`config.mk`:
```
export PLATFORM = sky130hd
export DESIGN_NAME = elevator_group_dispatcher
export DESIGN_NICKNAME = d
export VERILOG_FILES = /design/src/rtl/egd_pkg.sv /design/src/rtl/egd_cell.sv /design/src/rtl/elevator_group_dispatcher.sv
export VERILOG_INCLUDE_DIRS = /design/src /design/src/rtl
export SDC_FILE = /design/constraint.sdc
export NUM_CORES = 1
export LEC_CHECK = 0
export ABC_AREA = 1
export BUFFER_PORTS_ARGS = -buffer_cell sky130_fd_sc_hd__buf_2
export CAP_MARGIN = 20
export CORE_MARGIN = 4
export CORE_UTILIZATION = 25
export CTS_BUF_LIST = sky130_fd_sc_hd__clkbuf_4
export CTS_CLUSTER_SIZE = 8
export DETAILED_ROUTE_END_ITERATION = 16
export HOLD_SLACK_MARGIN = 0.02
export MAX_ROUTING_LAYER = met4
export SKIP_LAST_GASP = 1
export SYNTH_ARGS = -nofsm -noshare
export SYNTH_HDL_FRONTEND = slang
export SYNTH_SLANG_ARGS = --single-unit
export TNS_END_PERCENT = 1
```
`constraint.sdc`:
```
create_clock -name clk -period 5.67 [get_ports clk]
set_clock_uncertainty 0.1 [all_clocks]
set_input_delay 1.134 -clock clk [delete_from_list [all_inputs] [get_ports clk]]
set_output_delay 1.134 -clock clk [all_outputs]
set_load 0.05 [all_outputs]
```
`src/rtl/elevator_group_dispatcher_defines.svh`:
```
// assertion macros shared by the dispatcher rtl
`ifndef ELEVATOR_GROUP_DISPATCHER_DEFINES_SVH
`define ELEVATOR_GROUP_DISPATCHER_DEFINES_SVH

// same-cycle implication, checked outside reset
`define EGD_ASSERT_IMP(label, ante, cons) \
	label: assert property (@(posedge clk) disable iff (!arst_n) (ante) |-> cons) \
		else $error("dispatcher check failed");

// next-cycle implication, checked outside reset
`define EGD_ASSERT_NXT(label, ante, cons) \
	label: assert property (@(posedge clk) disable iff (!arst_n) (ante) |=> cons) \
		else $error("dispatcher check failed");

`endif

```
`src/rtl/egd_pkg.sv`:
```
// types and constants of the elevator group dispatcher
`default_nettype none
package egd_pkg;

	localparam int NUM_CARS_DEF   = 4;
	localparam int NUM_FLOORS_DEF = 16;
	localparam int FLOOR_W        = 4;

	// operation codes
	typedef enum logic [1:0] {
		OP_HALL   = 2'd0,
		OP_STATUS = 2'd1,
		OP_SERVED = 2'd2
	} op_t;

	// dispatch strategies
	typedef enum logic [1:0] {
		STRAT_DIRECTED = 2'd0,
		STRAT_NEAREST  = 2'd1,
		STRAT_SKIP     = 2'd2
	} strategy_t;

	// heading codes
	localparam logic [1:0] HEAD_IDLE = 2'd0;
	localparam logic [1:0] HEAD_UP   = 2'd1;
	localparam logic [1:0] HEAD_DOWN = 2'd2;

	typedef struct packed {
		logic [1:0]         operation;
		logic [FLOOR_W-1:0] floor;
		logic [1:0]         car;
		logic [1:0]         heading;
	} req_item_t;

	typedef struct packed {
		logic       assigned;
		logic [1:0] chosen_car;
		logic       already_routed;
	} rsp_item_t;

	// running search record passed from cell to cell
	typedef struct packed {
		logic               valid;
		logic               routed;
		logic               has_best;
		logic [FLOOR_W-1:0] best_d;
		logic               dir_valid;
	} rec_t;

	// state update broadcast to all cells
	typedef struct packed {
		logic               set_en;
		logic               clr_en;
		logic               stat_en;
		logic [FLOOR_W-1:0] floor;
		logic [1:0]         heading;
	} upd_t;

endpackage
`default_nettype wire

```
`src/rtl/egd_cell.sv`:
```
// one car cell: holds floor, heading and pending bitmap, joins the search chain
`default_nettype none
module egd_cell #(
	parameter int NUM_FLOORS = egd_pkg::NUM_FLOORS_DEF,
	parameter int IDX_W      = 2,
	parameter int IDX        = 0
) (
	input  wire                         clk,
	input  wire                         arst_n,
	input  wire [egd_pkg::FLOOR_W-1:0]  floor_req,
	input  egd_pkg::rec_t               rec_in,
	input  wire [IDX_W-1:0]             first_in,
	input  wire [IDX_W-1:0]             dir_in,
	output egd_pkg::rec_t               rec_out,
	output logic [IDX_W-1:0]            first_out,
	output logic [IDX_W-1:0]            dir_out,
	input  egd_pkg::upd_t               upd,
	input  wire                         sel
);

	logic [egd_pkg::FLOOR_W-1:0] car_floor_q;
	logic [1:0]                  car_heading_q;
	logic [NUM_FLOORS-1:0]       pending_q;

	egd_pkg::rec_t               rec_q;
	egd_pkg::rec_t               rec_d;
	logic [IDX_W-1:0]            first_q, dir_q, first_d, dir_d;

	logic [NUM_FLOORS-1:0]       mask_req, mask_upd;
	logic [egd_pkg::FLOOR_W-1:0] car_gap;
	logic                        toward;

	assign mask_req = NUM_FLOORS'(1) << floor_req;
	assign mask_upd = NUM_FLOORS'(1) << upd.floor;

	// distance and heading of this car toward the requested floor
	assign car_gap = (floor_req > car_floor_q) ? (floor_req - car_floor_q)
	                                           : (car_floor_q - floor_req);
	assign toward = ((floor_req > car_floor_q) && (car_heading_q == egd_pkg::HEAD_UP)) ||
	                ((floor_req < car_floor_q) && (car_heading_q == egd_pkg::HEAD_DOWN));

	// fold this car into the running record
	always_comb begin
		rec_d   = rec_in;
		first_d = first_in;
		dir_d   = dir_in;
		rec_d.routed = rec_in.routed | (|(pending_q & mask_req));
		if (!rec_in.has_best || (car_gap < rec_in.best_d)) begin
			rec_d.has_best  = 1'b1;
			rec_d.best_d    = car_gap;
			rec_d.dir_valid = toward;
			first_d         = IDX_W'(IDX);
			dir_d           = IDX_W'(IDX);
		end else if ((car_gap == rec_in.best_d) && !rec_in.dir_valid && toward) begin
			rec_d.dir_valid = 1'b1;
			dir_d           = IDX_W'(IDX);
		end
	end

	// car state and chain register
	always_ff @(posedge clk or negedge arst_n) begin
		if (!arst_n) begin
			car_floor_q   <= egd_pkg::FLOOR_W'(1);
			car_heading_q <= egd_pkg::HEAD_IDLE;
			pending_q     <= '0;
			rec_q         <= '0;
		end else begin
			rec_q <= rec_d;
			if (sel && upd.stat_en) begin
				car_floor_q   <= upd.floor;
				car_heading_q <= upd.heading;
			end
			if (sel && upd.set_en) begin
				pending_q <= pending_q | mask_upd;
			end else if (sel && upd.clr_en) begin
				pending_q <= pending_q & ~mask_upd;
			end
		end
	end

	// index payload of the chain register
	always_ff @(posedge clk) begin
		first_q <= first_d;
		dir_q   <= dir_d;
	end

	assign rec_out   = rec_q;
	assign first_out = first_q;
	assign dir_out   = dir_q;

endmodule
`default_nettype wire

```
`src/rtl/elevator_group_dispatcher.sv`:
```
// elevator group dispatcher top level: control, strategy register, car cell chain
//
//   channel   | handshake             | payload
//   ----------+-----------------------+-----------------------------
//   request   | req_valid / req_stall | req (operation floor car heading)
//   response  | rsp_valid / rsp_stall | rsp (assigned chosen_car already_routed)
//   config    | strategy_we           | strategy_data
//
// a hall request walks the chain one car cell per cycle: accept sets the start flag,
// each car cell registers the record, then come the finish step and the output register.
// status, served and ignored items go straight to the finish step and output register.
// reset sets every car to floor 1, idle, nothing pending, strategy direction-aware.
// req_stall is high while an item is in work; a stalled response holds the
// item in the finish step until the output register frees.
`default_nettype none
`include "elevator_group_dispatcher_defines.svh"
module elevator_group_dispatcher #(
	parameter int NUM_CARS   = egd_pkg::NUM_CARS_DEF,
	parameter int NUM_FLOORS = egd_pkg::NUM_FLOORS_DEF
) (
	input  wire                clk,
	input  wire                arst_n,
	input  wire                req_valid,
	output logic               req_stall,
	input  egd_pkg::req_item_t req,
	output logic               rsp_valid,
	input  wire                rsp_stall,
	output egd_pkg::rsp_item_t rsp,
	input  wire                strategy_we,
	input  wire [1:0]          strategy_data
);

	localparam int IW = (NUM_CARS > 1) ? $clog2(NUM_CARS) : 1;

	typedef enum logic [2:0] {
		ST_IDLE   = 3'b001,
		ST_SCAN   = 3'b010,
		ST_FINISH = 3'b100
	} state_t;

	state_t               state_q;
	egd_pkg::strategy_t   strategy_q;
	egd_pkg::req_item_t   item_q;
	egd_pkg::rsp_item_t   res_q, rsp_q, rsp_d;
	logic [IW-1:0]        chosen_q, chosen_d;
	logic                 start_q, rsp_valid_q;

	egd_pkg::rec_t        rec_chain   [NUM_CARS+1];
	logic [IW-1:0]        first_chain [NUM_CARS+1];
	logic [IW-1:0]        dir_chain   [NUM_CARS+1];

	egd_pkg::upd_t        upd;
	logic [NUM_CARS-1:0]  sel;
	logic                 in_take, out_free, floor_ok, car_ok, commit, is_hall;
	logic                 tail_routed, tail_assigned;
	logic [31:0]          chosen_wide;

	assign in_take  = req_valid && !req_stall;
	assign out_free = !rsp_valid_q || !rsp_stall;
	assign commit   = (state_q == ST_FINISH) && out_free;
	assign floor_ok = 32'(item_q.floor) < NUM_FLOORS;
	assign car_ok   = 32'(item_q.car) < NUM_CARS;
	assign is_hall  = item_q.operation == egd_pkg::OP_HALL;

	// strategy register, reserved code ignored
	always_ff @(posedge clk or negedge arst_n) begin
		if (!arst_n) begin
			strategy_q <= egd_pkg::STRAT_DIRECTED;
		end else if (strategy_we && (strategy_data == egd_pkg::STRAT_DIRECTED ||
		             strategy_data == egd_pkg::STRAT_NEAREST ||
		             strategy_data == egd_pkg::STRAT_SKIP)) begin
			strategy_q <= egd_pkg::strategy_t'(strategy_data);
		end
	end

	// head of the search chain
	always_comb begin
		rec_chain[0]       = '0;
		rec_chain[0].valid = start_q;
		first_chain[0]     = '0;
		dir_chain[0]       = '0;
	end

	// row of car cells
	for (genvar i = 0; i < NUM_CARS; i++) begin : g_cell
		egd_cell #(
			.NUM_FLOORS (NUM_FLOORS),
			.IDX_W      (IW),
			.IDX        (i)
		) u_cell (
			.clk       (clk),
			.arst_n    (arst_n),
			.floor_req (item_q.floor),
			.rec_in    (rec_chain[i]),
			.first_in  (first_chain[i]),
			.dir_in    (dir_chain[i]),
			.rec_out   (rec_chain[i+1]),
			.first_out (first_chain[i+1]),
			.dir_out   (dir_chain[i+1]),
			.upd       (upd),
			.sel       (sel[i])
		);
	end

	// pick the car from the record at the tail of the chain
	always_comb begin
		tail_routed   = rec_chain[NUM_CARS].routed;
		tail_assigned = !((strategy_q == egd_pkg::STRAT_SKIP) && tail_routed);
		if ((strategy_q != egd_pkg::STRAT_NEAREST) && rec_chain[NUM_CARS].dir_valid) begin
			chosen_d = dir_chain[NUM_CARS];
		end else begin
			chosen_d = first_chain[NUM_CARS];
		end
	end

	// state update sent to the cells on commit
	always_comb begin
		upd.floor   = item_q.floor;
		upd.heading = item_q.heading;
		upd.set_en  = commit && is_hall && res_q.assigned;
		upd.clr_en  = commit && (item_q.operation == egd_pkg::OP_SERVED) && car_ok && floor_ok;
		upd.stat_en = commit && (item_q.operation == egd_pkg::OP_STATUS) && car_ok && floor_ok;
		for (int i = 0; i < NUM_CARS; i++) begin
			sel[i] = is_hall ? (32'(chosen_q) == i) : (32'(item_q.car) == i);
		end
	end

	assign chosen_wide = 32'(chosen_q);

	// control sequence
	always_ff @(posedge clk or negedge arst_n) begin
		if (!arst_n) begin
			state_q <= ST_IDLE;
			start_q <= 1'b0;
		end else begin
			start_q <= 1'b0;
			case (state_q)
				ST_IDLE: begin
					if (in_take) begin
						if ((req.operation == egd_pkg::OP_HALL) &&
						    (32'(req.floor) < NUM_FLOORS)) begin
							start_q <= 1'b1;
							state_q <= ST_SCAN;
						end else begin
							state_q <= ST_FINISH;
						end
					end
				end
				ST_SCAN: begin
					if (rec_chain[NUM_CARS].valid) begin
						state_q <= ST_FINISH;
					end
				end
				ST_FINISH: begin
					if (out_free) begin
						state_q <= ST_IDLE;
					end
				end
				default: begin
					state_q <= ST_IDLE;
				end
			endcase
		end
	end

	// item and result payload
	always_ff @(posedge clk) begin
		if (in_take) begin
			item_q   <= req;
			res_q    <= '0;
			chosen_q <= '0;
		end else if ((state_q == ST_SCAN) && rec_chain[NUM_CARS].valid) begin
			res_q    <= {tail_assigned, 2'b00, tail_routed};
			chosen_q <= tail_assigned ? chosen_d : '0;
		end
	end

	// response with the chosen car filled in
	always_comb begin
		rsp_d            = res_q;
		rsp_d.chosen_car = chosen_wide[1:0];
	end

	// output register
	always_ff @(posedge clk or negedge arst_n) begin
		if (!arst_n) begin
			rsp_valid_q <= 1'b0;
		end else if (commit) begin
			rsp_valid_q <= 1'b1;
		end else if (!rsp_stall) begin
			rsp_valid_q <= 1'b0;
		end
	end

	always_ff @(posedge clk) begin
		if (commit) begin
			rsp_q <= rsp_d;
		end
	end

	assign req_stall = state_q != ST_IDLE;
	assign rsp_valid = rsp_valid_q;
	assign rsp       = rsp_q;

	// checks
	`EGD_ASSERT_IMP(a_scan_len, start_q, ##NUM_CARS rec_chain[NUM_CARS].valid)
	`EGD_ASSERT_IMP(a_tail_in_scan, rec_chain[NUM_CARS].valid, state_q == ST_SCAN)
	`EGD_ASSERT_NXT(a_commit_out, commit, (state_q == ST_IDLE) && rsp_valid)
	`EGD_ASSERT_IMP(a_none_zero, rsp_valid && !rsp.assigned, rsp.chosen_car == 2'd0)

endmodule
`default_nettype wire
```
==> results.ini <==
[run]
maxCapViolCount = 0

[global_routing]
grt_max_degree = 66
grt_pass1_wl_um = 32600
overflow = 0
grt_use_met3 = 0.0220
grt-busiest-layer = met2
gr-usage-met2 = 0.180
grt_usage = 0.114
met1_usage = 0.154
grt_pass1_vias = 6279
antenna_found_initial = 1

[die]
fp.dieW_um = 191
pin_count = 23
die_area_um2 = 36400
fp.dieH_um = 191
start_util = 0.255
fp.coreArea_um2 = 32800
rows = 66

[clock_network]
clkSinkCount = 150
clkTransAtPathRegs_ps = 130
cts_max_level = 4
insertion_delay_ps = 560
cts_tree = built
clockRootBuffer = clkbuf_4
post_cts_buffers = 0
numCtsBuffers = 17
cts_hold_buf = 0
ctsResizeCount = 0
clockBufferDepth = 2

[timing]
finalMaxSlewViolations = 0
max_freq_ghz = 0.263
fin_tns_setup_ps = 0
whs_ps = 263
tightest_slew_ps = 865
relSlewSlack = 0.423
rsz0062_at_grt = no
finalWorstSetupSlack_ps = 1870
period_needed_ps = 3800
hold_violations = 0
post-route-period-util = 0.670
setup_viol_count_final = 0

[synth]
yosysTopAreaCell = dfrtp_1
syn-cell-area_um2 = 8360
ys.warnings.count = 0
seq_area_frac_synth = 0.450
netlist_instances = 1048
async_flop_share = 0.813
synth_area_leaders = dfrtp_1 35%, nand2_1 18%, ha_1 6.0%
synth_area_per_cell_um2 = 7.98
ys_seq_elements = 150
synthFlopType = dfrtp_1
synthDistinctLibCells = 43
synth_top_area_frac = 0.350
synth_edf_count = 14

[routing]
postRouteAntennaNets = 0
vias = 6602
vias_per_cell = 4.35
drc = 0
totalWireLength_um = 19600
post_drt_wl_per_cell_um = 12.9
dr.pass1.iters = 7
drt_iter0_markers = 509

[setup_path]
cp_max_fo = 20
worst_setup_path_start_kind = flip-flop
endpoint_kind = flip-flop
worst_ep_arrival_time_ps = 4140
regToRegStartpoint = item_q[6]$_DFFE_PP_
critical_path_required_ps = 6010
cp-startpoint = item_q[6]$_DFFE_PP_
worst-setup-path-type = reg2reg

[finish]
drive_gt1_frac = 0.116
mostFrequentLayoutCell = nand2_1
area_growth_pct = 10.1
final_cell_mix = 404 x nand2_1, 117 x dfrtp_1, 105 x inv_1
final_net_count = 1125

[place]
io_buffer_count = 22
place_ws_ps = 1890
dp_hpwl_um = 13700
place.gp.congestion = 0.866

[power]
p_switching_mw = 1.53
clkPwrFrac = 0.218
cellLeakagePower_nw = 4.57
ir_drop_mv = 0.167
switching_share = 0.410
comb_power_share = 0.407
total_power_mw = 3.72
power_density_nw_per_um2 = 405
p_int_mw = 2.20
power_frac_seq = 0.375

[hold_path]
hold_start = start_q$_DFF_PN0_
hold_class = reg2reg

[run_status]
status = finished clean

-- path summary, 6_finish.rpt --
path / to / slack, ps / depth (start not counted)
min: g_cell[0].u_cell.rec_out[7]$_DFF_PN0_ / 260 / 0
max reg2reg: g_cell[3].u_cell.first_out[1]$_SDFF_PP1_ / 1870 / 17
min in group asynchronous: async pin / 590 / 1
max: g_cell[3].u_cell.first_out[1]$_SDFF_PP1_ / 1870 / 17
min reg2reg: g_cell[0].u_cell.rec_out[7]$_DFF_PN0_ / 260 / 0
max in group asynchronous: state_q[0]$_DFFE_PN1P_ / 3910 / 2
-- layer usage --
layer	routed length, µm	vias up
li1	-	3341
met1	9590	3136
met2	9010	116
met3	782	9
met4	171	0
met5	0	-
-- power by group through the flow --
| stage | combinational (mW) | sequential, mW | clock (mW) |
|---|---|---|---|
| 2_1_floorplan | 1.16 | 1.41 | 0 |
| 3_3_place_gp | 1.49 | 1.42 | 0 |
| 3_5_place_dp | 1.52 | 1.42 | 0 |
| 4_1_cts | 1.52 | 1.40 | 0.831 |
| 5_1_grt | 1.75 | 1.42 | 0.875 |
| 6_report | 1.52 | 1.40 | 0.810 |
-- Yosys cell counts, types with 7 or more instances --
cell / count
a21oi_1: 18
buf_2: 16
buf_4: 7
dfrtp_1: 117
dfxtp_1: 14
edfxtp_1: 14
fa_1: 8
ha_1: 40
inv_1: 105
inv_2: 7
nand2_1: 404
nand3_1: 99
nand4_1: 28
nor2_1: 41
nor2_4: 8
o21ai_0: 29
o21ai_1: 13
o21ai_2: 12
-- kinds of logic after synthesis --
kind of cell	count (synthesis)	synth area share
other	1	0.000449
and+or+nand+nor	610	0.326
adders and majority gates	48	0.0790
AOI/OAI and AO/OA	78	0.0572
xor gates and xnor gates	5	0.00524
DFF	150	0.450
buffers and inverters	156	0.0826
-- metrics by stage --
step	cell area, µm²	util	cells
3_5_place_dp	8850	0.270	1483
3_3_place_gp	8850	0.270	1483
4_1_cts	9200	0.281	1515
6_report	9210	0.281	1516
2_1_floorplan	8370	-	1050
5_1_grt	9210	0.281	1516
-- critical path, stage by stage (launching register included) --
cell	delay [ps]
edfxtp_1	840
inv_1	520
ha_1	570
nand3_1	140
nand3_1	120
nand2_1	90
inv_1	110
nand2_1	80
nand2_1	70
nand2_1	50
nand2_1	60
inv_1	40
ha_1	280
nand2_1	70
o21bai_1	150
nand2_1	60
nand2_1	90
or2_2	280
-- final cells by class --
class                           count  area, µm²
Timing Repair Buffer               28        158
Clock buffer                       20        150
Inverter                          119        459
Tap cell                          442        553
Clock inverter                     12        203
Fill cell                        3554      23600
Antenna cell                        1       2.50
Multi-Input combinational cell    744       3920
Sequential cell                   150       3760
Power figures use the tool's default switching activity.
